File: config.mk
export PLATFORM = sky130hd
export DESIGN_NAME = pulse_width_one_wire_sender_unit
export DESIGN_NICKNAME = d
export VERILOG_FILES = /design/src/design/pwows_pkg.sv /design/src/design/pwows_cfg_regs.sv /design/src/design/pwows_core.sv /design/src/design/pulse_width_one_wire_sender_unit.sv
export SDC_FILE = /design/constraint.sdc
export NUM_CORES = 1
export LEC_CHECK = 0
export BUFFER_PORTS_ARGS = -buffer_cell sky130_fd_sc_hd__buf_2
export CELL_PAD_IN_SITES_DETAIL_PLACEMENT = 1
export CELL_PAD_IN_SITES_GLOBAL_PLACEMENT = 1
export CORE_UTILIZATION = 32
export DETAILED_ROUTE_END_ITERATION = 10
export PLACE_DENSITY = 0.65
export SYNTH_ARGS = -nofsm -noshare
export SYNTH_HDL_FRONTEND = slang
export SYNTH_SLANG_ARGS = --single-unit
export TNS_END_PERCENT = 5
File: constraint.sdc
create_clock -name clk -period 3.3 [get_ports clk]
set_clock_uncertainty 0.05 [all_clocks]
set_input_delay 0.33 -clock clk [delete_from_list [all_inputs] [get_ports clk]]
set_output_delay 0.33 -clock clk [all_outputs]
set_load 0.005 [all_outputs]
File: src/design/pwows_pkg.sv
// shared types and constants of the pulse-width one-wire sender
// no dependencies; imported by every module of the block
package pwows_pkg;

    // number of data bits sent per word, least significant first
    localparam int DATA_BITS = 8;

    localparam int TICK_W    = 10;
    localparam int BYTE_W    = 8;
    localparam int BITS_W    = $clog2(DATA_BITS + 1);
    localparam int CFG_IDX_W = 2;

    // register reset values, for a 100 us tick
    localparam logic [TICK_W-1:0] LONG_TICKS_RST  = TICK_W'(12);
    localparam logic [TICK_W-1:0] SHORT_TICKS_RST = TICK_W'(4);
    localparam logic [TICK_W-1:0] SYNC_TICKS_RST  = TICK_W'(30);

    // configuration register indexes
    typedef enum logic [CFG_IDX_W-1:0] {
        REG_LONG_TICKS  = 2'd0,
        REG_SHORT_TICKS = 2'd1,
        REG_SYNC_TICKS  = 2'd2
    } cfg_idx_t;

    // input commands
    typedef enum logic {
        CMD_TICK  = 1'b0,
        CMD_START = 1'b1
    } cmd_t;

    typedef enum logic [2:0] {
        PH_IDLE     = 3'd0,
        PH_HDR_HIGH = 3'd1,
        PH_SYNC_LOW = 3'd2,
        PH_BIT_HIGH = 3'd3,
        PH_BIT_LOW  = 3'd4
    } phase_t;

    typedef struct packed {
        logic [TICK_W-1:0] long_ticks;
        logic [TICK_W-1:0] short_ticks;
        logic [TICK_W-1:0] sync_low_ticks;
    } cfg_t;

    typedef struct packed {
        logic line_level;
        logic busy_res;
        logic start_refused;
    } res_t;

endpackage

File: src/design/pwows_cfg_regs.sv
// timing configuration registers of the pulse-width one-wire sender
// depends on pwows_pkg
module pwows_cfg_regs
    import pwows_pkg::*;
(
    input  logic                 clk,
    input  logic                 rst_n,
    input  logic                 cfg_we,
    input  logic [CFG_IDX_W-1:0] cfg_index,
    input  logic [TICK_W-1:0]    cfg_data,
    output cfg_t                 cfg
);

    cfg_t cfg_reg;
    cfg_t cfg_next;

    always_comb
    begin
        cfg_next = cfg_reg;
        if (cfg_we)
        begin
            unique case (cfg_idx_t'(cfg_index))
                REG_LONG_TICKS:  cfg_next.long_ticks     = cfg_data;
                REG_SHORT_TICKS: cfg_next.short_ticks    = cfg_data;
                REG_SYNC_TICKS:  cfg_next.sync_low_ticks = cfg_data;
                default:         cfg_next = cfg_reg;
            endcase
        end
    end

    always_ff @(posedge clk or negedge rst_n)
    begin
        if (!rst_n)
        begin
            cfg_reg.long_ticks     <= LONG_TICKS_RST;
            cfg_reg.short_ticks    <= SHORT_TICKS_RST;
            cfg_reg.sync_low_ticks <= SYNC_TICKS_RST;
        end
        else
        begin
            cfg_reg <= cfg_next;
        end
    end

    assign cfg = cfg_reg;

endmodule

File: src/design/pwows_core.sv
// phase sequencer of the pulse-width one-wire sender: state and one-word step
// depends on pwows_pkg
module pwows_core
    import pwows_pkg::*;
(
    input  logic              clk,
    input  logic              rst_n,
    input  logic              step_en,
    input  logic              command,
    input  logic [BYTE_W-1:0] data_byte,
    input  cfg_t              cfg,
    output res_t              res
);

    phase_t             phase_reg,     phase_next;
    logic [TICK_W-1:0]  time_left_reg, time_left_next;
    logic [BYTE_W-1:0]  shift_reg,     shift_next;
    logic [BITS_W-1:0]  bits_left_reg, bits_left_next;
    logic               line_reg,      line_next;

    logic               busy;
    logic               refused;
    logic [BITS_W-1:0]  bits_dec;

    always_comb
    begin
        busy = (phase_reg == PH_HDR_HIGH) || (phase_reg == PH_SYNC_LOW) ||
               (phase_reg == PH_BIT_HIGH) || (phase_reg == PH_BIT_LOW);

        phase_next     = phase_reg;
        time_left_next = time_left_reg;
        shift_next     = shift_reg;
        bits_left_next = bits_left_reg;
        line_next      = line_reg;
        refused        = 1'b0;
        bits_dec       = bits_left_reg;

        if (!busy)
        begin
            phase_next = PH_IDLE;
            line_next  = 1'b1;
        end

        if (cmd_t'(command) == CMD_START)
        begin
            if (busy)
            begin
                refused = 1'b1;
            end
            else
            begin
                phase_next     = PH_HDR_HIGH;
                line_next      = 1'b1;
                time_left_next = cfg.long_ticks;
                shift_next     = data_byte;
                bits_left_next = BITS_W'(DATA_BITS);
            end
        end
        else if (busy)
        begin
            if (time_left_reg > TICK_W'(1))
            begin
                time_left_next = time_left_reg - TICK_W'(1);
            end
            else
            begin
                unique case (phase_reg)
                    PH_HDR_HIGH:
                    begin
                        phase_next     = PH_SYNC_LOW;
                        line_next      = 1'b0;
                        time_left_next = cfg.sync_low_ticks;
                    end
                    PH_SYNC_LOW:
                    begin
                        if (bits_left_reg != '0)
                        begin
                            phase_next     = PH_BIT_HIGH;
                            line_next      = 1'b1;
                            time_left_next = shift_reg[0] ? cfg.long_ticks : cfg.short_ticks;
                        end
                        else
                        begin
                            phase_next     = PH_IDLE;
                            line_next      = 1'b1;
                            time_left_next = '0;
                        end
                    end
                    PH_BIT_HIGH:
                    begin
                        phase_next     = PH_BIT_LOW;
                        line_next      = 1'b0;
                        time_left_next = shift_reg[0] ? cfg.short_ticks : cfg.long_ticks;
                    end
                    PH_BIT_LOW:
                    begin
                        shift_next = shift_reg >> 1;
                        if (bits_left_reg != '0)
                        begin
                            bits_dec = bits_left_reg - BITS_W'(1);
                        end
                        bits_left_next = bits_dec;
                        if (bits_dec != '0)
                        begin
                            phase_next     = PH_BIT_HIGH;
                            line_next      = 1'b1;
                            time_left_next = shift_next[0] ? cfg.long_ticks : cfg.short_ticks;
                        end
                        else
                        begin
                            phase_next     = PH_IDLE;
                            line_next      = 1'b1;
                            time_left_next = '0;
                        end
                    end
                    default:
                    begin
                        phase_next     = PH_IDLE;
                        line_next      = 1'b1;
                        time_left_next = '0;
                    end
                endcase
            end
        end

        res.line_level    = line_next;
        res.busy_res      = (phase_next == PH_HDR_HIGH) || (phase_next == PH_SYNC_LOW) ||
                            (phase_next == PH_BIT_HIGH) || (phase_next == PH_BIT_LOW);
        res.start_refused = refused;
    end

    always_ff @(posedge clk or negedge rst_n)
    begin
        if (!rst_n)
        begin
            phase_reg     <= PH_IDLE;
            time_left_reg <= '0;
            shift_reg     <= '0;
            bits_left_reg <= '0;
            line_reg      <= 1'b1;
        end
        else if (step_en)
        begin
            phase_reg     <= phase_next;
            time_left_reg <= time_left_next;
            shift_reg     <= shift_next;
            bits_left_reg <= bits_left_next;
            line_reg      <= line_next;
        end
    end

endmodule

File: src/design/pulse_width_one_wire_sender_unit.sv
// top level of the pulse-width one-wire sender: input register, result register, handshake
// depends on pwows_pkg, pwows_cfg_regs and pwows_core
//
// Each word in is either a tick (command 0) or a start (command 1, with data_byte). A start
// taken while idle sends the byte as a pulse-width coded frame: header high for long_ticks,
// sync low for sync_low_ticks, then DATA_BITS bits lsb first, a one as long high and short
// low, a zero as short high and long low; the line idles high. A start while busy is refused
// and flagged without touching the state. Every word gives exactly one result word holding
// the line level, the busy flag and the refused flag after that word. One word is taken per
// clock unless item_stall holds it off; a word sits in the input register, then the result
// register, the sequencer state updated between them. A waiting result does not block the
// input register from filling. No clearing pass follows reset. Registers take effect from the
// next phase load and are to be written by the user only while no word is in flight, unchecked.
module pulse_width_one_wire_sender_unit
    import pwows_pkg::*;
(
    input  logic                 clk,
    input  logic                 rst_n,
    // configuration write port
    input  logic                 cfg_we,
    input  logic [CFG_IDX_W-1:0] cfg_index,
    input  logic [TICK_W-1:0]    cfg_data,
    // input words
    input  logic                 item_valid,
    output logic                 item_stall,
    input  logic                 command,
    input  logic [BYTE_W-1:0]    data_byte,
    // result words
    output logic                 res_valid,
    input  logic                 res_stall,
    output logic                 line_level,
    output logic                 busy_res,
    output logic                 start_refused
);

    cfg_t              cfg;
    res_t              step_res;

    // input register
    logic              in_valid_reg, in_valid_next;
    logic              cmd_reg;
    logic [BYTE_W-1:0] data_reg;

    // result register
    logic              res_valid_reg, res_valid_next;
    res_t              res_reg;

    logic              item_take;
    logic              out_free;
    logic              advance;

    // result slot is free when empty or being emptied this cycle
    assign out_free   = !res_valid_reg || !res_stall;
    assign advance    = in_valid_reg && out_free;
    assign item_stall = in_valid_reg && !out_free;
    assign item_take  = item_valid && !item_stall;

    always_comb
    begin
        in_valid_next = in_valid_reg;
        if (item_take)
        begin
            in_valid_next = 1'b1;
        end
        else if (advance)
        begin
            in_valid_next = 1'b0;
        end

        res_valid_next = res_valid_reg;
        if (out_free)
        begin
            res_valid_next = advance;
        end
    end

    always_ff @(posedge clk or negedge rst_n)
    begin
        if (!rst_n)
        begin
            in_valid_reg  <= 1'b0;
            res_valid_reg <= 1'b0;
        end
        else
        begin
            in_valid_reg  <= in_valid_next;
            res_valid_reg <= res_valid_next;
        end
    end

    // payload registers, no reset needed
    always_ff @(posedge clk)
    begin
        if (item_take)
        begin
            cmd_reg  <= command;
            data_reg <= data_byte;
        end
        if (advance)
        begin
            res_reg <= step_res;
        end
    end

    pwows_cfg_regs u_cfg_regs (
        .clk       (clk),
        .rst_n     (rst_n),
        .cfg_we    (cfg_we),
        .cfg_index (cfg_index),
        .cfg_data  (cfg_data),
        .cfg       (cfg)
    );

    // sequencer steps once per word moving into the result register
    pwows_core u_core (
        .clk       (clk),
        .rst_n     (rst_n),
        .step_en   (advance),
        .command   (cmd_reg),
        .data_byte (data_reg),
        .cfg       (cfg),
        .res       (step_res)
    );

    assign res_valid     = res_valid_reg;
    assign line_level    = res_reg.line_level;
    assign busy_res      = res_reg.busy_res;
    assign start_refused = res_reg.start_refused;

`ifndef SYNTHESIS
    // a refused start leaves the sender busy
    assert property (@(posedge clk) disable iff (!rst_n)
        (res_valid && start_refused) |-> busy_res)
        else $error("refused start reported while idle");

    // an idle sender holds the line high
    assert property (@(posedge clk) disable iff (!rst_n)
        (res_valid && !busy_res) |-> line_level)
        else $error("line low while idle");

    // input is only held off when the input register is full
    assert property (@(posedge clk) disable iff (!rst_n)
        item_stall |-> in_valid_reg)
        else $error("input stalled with empty input register");

    // a new result only appears after a word was waiting in the input register
    assert property (@(posedge clk) disable iff (!rst_n)
        $rose(res_valid_reg) |-> $past(in_valid_reg))
        else $error("result appeared without a word in flight");
`endif

endmodule

# Word level (Yosys, flattened, before mapping)
# Cells that the tools add are included.
[word_totals]
out_inout_bits = 5
ff_bits = 70
[classes]
n_mux = 42
n_lt_le_gt_ge = 1
addsub = 2
eq_ne = 12
reduce_logical = 26
[op_table]
columns = ["op", "n"]
rows = [
  ["two-way mux 10 bit", 9],
  ["two-way mux 4 bit", 10],
  ["two-way mux 8 bit", 5],
  ["case mux 10 bit (4 select lines)", 1],
  ["two-way mux 3 bit", 5],
  ["equality test 3 x 2 -> 1 bit, second input constant", 4],
  ["case mux 3 bit (4 select lines)", 1],
  ["> comparator 10 x 1 -> 1 bit, second input constant", 1],
  ["subtractor 10 x 1 -> 10 bit, second input constant", 1],
  ["two-way mux 1 bit", 9],
  ["nonzero test 4 bit", 2],
  ["logical OR 1 bit", 7],
  ["equality test 3 x 1 -> 1 bit, second input constant", 2],
  ["equality test 3 bit, second input constant", 2],
  ["AND reduction 2 bit", 3],
  ["nonzero test 2 bit", 3],
  ["AND reduction 5 bit", 1],
  ["zero test 1 bit", 4],
  ["two-way mux 2 bit", 2],
  ["inequality test 2 bit, second input constant", 2],
  ["subtractor 4 x 1 -> 4 bit, second input constant", 1],
  ["logical AND 1 bit", 3],
  ["AND reduction 3 bit", 1],
  ["equality test 2 x 1 -> 1 bit, second input constant", 1],
  ["3 further kinds", 3],
]

# Longest topological paths before layout
[depth]
ltp_word = 16
ltp_mapped = 9

# Cells and area by module
# Synthesis repeated with hierarchy kept, for this count alone.
[unflattened]
hier_cells = 389
area_unflattened_um2 = 4157.7
[by_module_without_submodules]
columns = ["module", "n_inst", "cells_each", "area_per_inst_um2", "seq_area_each_um2"]
rows = [
  ["pwows_core", 1, 303, 2471.1, 651.9],
  ["pwows_cfg_regs", 1, 66, 1233.7, 759.5],
  ["pulse_width_one_wire_sender_unit", 1, 20, 452.9, 410.4],
]

# Worst setup path before layout
# No wires, ideal clock.
[synth_path]
path_kind = "register to register"
start = "reg u_core.time_left_reg[6]"
end = "reg u_core.time_left_reg[3]"
setup_ns = 0.121
path_buffers = 2
t_required_ns = 3.129
path_stages_with_launch = 8
arrival_ns = 2.410
slack_ns = 0.719
cell_sequence = "dfrtp_1 > or4_1 > buf_2 > or4_4 > buf_6 > a221o_1 > a221o_1 > a22o_1"
[synth_between]
elab_chain_cells = 4
[synth_lines]
columns = ["element", "line_no", "rtl"]
rows = [
  ["start, declared", "pwows_core.sv:16", "logic [TICK_W-1:0] time_left_reg, time_left_next;"],
  ["start signal, assigned", "pwows_core.sv:145", "time_left_reg <= time_left_next;"],
  ["> comparator 10 x 1 -> 1 bit", "pwows_core.sv:61", "if (time_left_reg > TICK_W'(1))"],
  ["two-way mux 10 bit", "pwows_core.sv:61", ""],
  ["two-way mux 10 bit", "pwows_core.sv:59", "else if (busy)"],
  ["two-way mux 10 bit", "pwows_core.sv:44", "if (cmd_t'(command) == CMD_START)"],
]
# Every way passes these cells. The select of a mux whose other input is x is not followed.
# A chain may end at the register's enable or synchronous reset.

# Worst setup path in the final report
[layout_path]
start = "reg u_core.time_left_reg[4]"
end = "reg u_core.bits_left_reg[3]"
[layout_between]
elab_chain_cells = 3
[layout_lines]
columns = ["element", "line_no", "rtl"]
rows = [
  ["> comparator 10 x 1 -> 1 bit", "pwows_core.sv:61", ""],
  ["inequality test 2 bit (no line)", "n/a", ""],
  ["AND reduction 5 bit (no line)", "n/a", ""],
  ["end signal, assigned", "pwows_core.sv:147", "bits_left_reg <= bits_left_next;"],
  ["end, declared", "pwows_core.sv:18", "logic [BITS_W-1:0] bits_left_reg, bits_left_next;"],
]
# Every way passes these cells.

==> impl_metrics.ini <==
[routing]
first_iter_violations = 109
via_count = 2887
ant_nets = 0
vias_per_cell = 5.45
drcViolationCount = 0
wire_per_inst_um = 17.9
wl_um = 9460
firstDrtPassIters = 4

[critical_path]
endpoint_kind = flip-flop
crit_path_max_fanout = 20
crit_type = flip-flop to flip-flop
crit_arrival_ns = 3.07
r2r_cells = 5
crit_path_start_kind = flip-flop
ff2ff_setup_slack_ns = 0.37
r2r-start = u_core.time_left_reg[4]
rr_endpoint = u_core.bits_left_reg[3]
critPathRequiredTime_ns = 3.44

[sta]
worst_pin_slew_ns = 0.908
setup-tns-final_ns = 0
whs_ns = 0.120
max_freq_mhz = 341
rsz0062_at_grt = false
min_period_ns = 2.93
period_share_pct = 88.8
hold_violations = 0
slew_headroom_pct = 39.1
setup_viol = 0
drv_slew = 0

[global_route]
grt_max_degree = 39
grt_antenna_before_repair = 0
grt_pass1_wl_um = 15800
grt_overflow = 0
first_global_vias = 3024
grt_use_total_pct = 17.6

[synth]
syn-num-nets = 378
synth_top_area_share_pct = 34.4
avgSynthCellArea_um2 = 10.4
synth_cell_types = 50
synthCells = 349
synth_seq_cells = 70
yosys-top-cells-count = dfrtp_1 (50), nand2_1 (31), mux2_2 (30)
synth_edf_count = 12
synth_flop_cell = dfrtp_1
yosysSeqAreaShare_pct = 50.1
yosys.area.top_type = dfrtp_1
yosysWarningCount = 0
yosysMostFrequentCell = dfrtp_1
syn_area_um2 = 3640
async_flop_share_pct = 82.9
netlist_top_cells_area = dfrtp_1 (34%), edfxtp_1 (9.9%), mux2_2 (9.3%)

[clock_tree]
cts.sinks = 70
cts.clk_slew.worst_paths_ns = 0.06
post-cts-setup-buffers = 0
clock_latency_ns = 0.33
clockBufferDepth = 2
cts_hold_buf = 1
cts-root-buf = clkbuf_16
cts-buffers-inserted = 9
cts_tree = done
cts-resized-gates = 0
htreeDepth = 3

[placement]
gp_congestion = 0.814
dp_hpwl_um = 6780
io_buffers = 30
place_inst = 513

[job]
maxCapViolCount = 0

[die]
dieArea_um2 = 11800
ios = 31
start_util_pct = 33.3
die_h_um = 109
core-area_um2 = 10900
fp.dieW_um = 109
rows = 38

[hold_path]
hp-class = input port to flip-flop
worstHoldEndpoint = data_reg[1]
hold_start = data_byte[1]
holdPathStages = 1

[power_and_ir_drop]
p_leak_nw = 1.76
p_per_area_nw_per_um2 = 769
peakVddDrop_uv = 362

[final_layout]
largest_reg_flops = 30
layout-drive-gt1-share_pct = 26.7
fin_nets = 414
num_antenna_cells = 0
nFillCells = 1240
multiInputGateArea_um2 = 1700
finalNonFillerCells = 530
seq_area_um2 = 1820
area_delta_synth_final_pct = 18.8

[outcome]
status = complete, no violations
==> metrics by stage <==
stage | total power, mW | setup WS, ns | utilization, % | cell area, um^2
2_1_floorplan | 1.97 | 0.719 | - | 3640
3_3_place_gp | 2.27 | 0.460 | 36.5 | 3990
3_5_place_dp | 2.31 | 0.379 | 36.5 | 3990
4_1_cts | 3.35 | 0.372 | 39.5 | 4320
5_1_grt | 3.53 | 0.248 | 39.5 | 4320
6_report | 3.32 | 0.371 | 39.5 | 4320
==> kinds of logic (layout without fill, tap and decap cells) <==
group	Yosys count	count (layout)	share of synthesized area (%)
DFF	70	70	50.1
adders and majority gates	3	3	1.03
AOI/OAI and AO/OA	98	98	17.7
and+or+nand+nor	108	108	15.8
xor gates and xnor gates	2	2	0.482
buffers and inverters	30	71	3.40
muxes	38	38	11.5
==> worst max path at each step <==
stage	startpoint	end	slack [ns]
finish	u_core.time_left_reg[4]	u_core.bits_left_reg[3]	0.37
global route	u_core.time_left_reg[4]	u_core.bits_left_reg[1]	0.25
CTS	u_core.time_left_reg[4]	u_core.bits_left_reg[3]	0.37
detailed placement	u_core.time_left_reg[4]	u_core.bits_left_reg[3]	0.38
global placement	u_core.time_left_reg[4]	u_core.bits_left_reg[3]	0.46
floorplan	u_core.time_left_reg[6]	u_core.time_left_reg[3]	0.72
==> power by group <==
part | switching [mW] | internal [mW]
logic | 0.597 | 0.423
registers | 0.181 | 1.10
clock network | 0.354 | 0.668
==> worst max-delay path: stages (launching register included) <==
cell and delay (ns):
dfrtp_1 0.45, or4_1 0.64, or4_4 0.65, o41a_1 0.68, o21ai_1 0.24, o21ai_1 0.08
==> layout by cell type, fill, tap and decap left out, drive strengths merged, types with 4 or more instances in the layout <==
cell / netlist / final
dfrtp: 50 / 50
buf: 8 / 45
o21ai: 34 / 34
nand2: 31 / 31
mux2: 30 / 30
nor2: 18 / 18
a21oi: 15 / 15
clkbuf: 13 / 14
edfxtp: 12 / 12
nor3: 9 / 9
inv: 8 / 9
nand2b: 8 / 8
o211ai: 8 / 8
mux2i: 8 / 8
dfstp: 8 / 8
nand3b: 7 / 7
a221oi: 7 / 7
o31ai: 7 / 7
nand3: 5 / 5
nor3b: 5 / 5
nand4: 5 / 5
or3: 4 / 4
a221o: 4 / 4
or4: 4 / 4
==> final cells by class <==
cell class,instances,share of cell area [%]
Clock inverter,2,0.840
Timing Repair Buffer,46,6.31
Tap cell,140,4.05
Multi-Input combinational cell,249,39.3
Clock buffer,14,6.57
Sequential cell,70,42.2
Inverter,9,0.782
==> per-layer routing <==
| metal | global-route usage [%] | up-vias | routed length (um) |
|---|---|---|---|
| met5 | 0 | - | 0 |
| met2 | 28.1 | 53 | 4560 |
| met3 | 3.23 | 10 | 353 |
| met4 | 7.82 | 0 | 145 |
| li1 | - | 1387 | - |
| met1 | 23.3 | 1437 | 4400 |
Note: power is estimated with default switching activity, not from simulation.
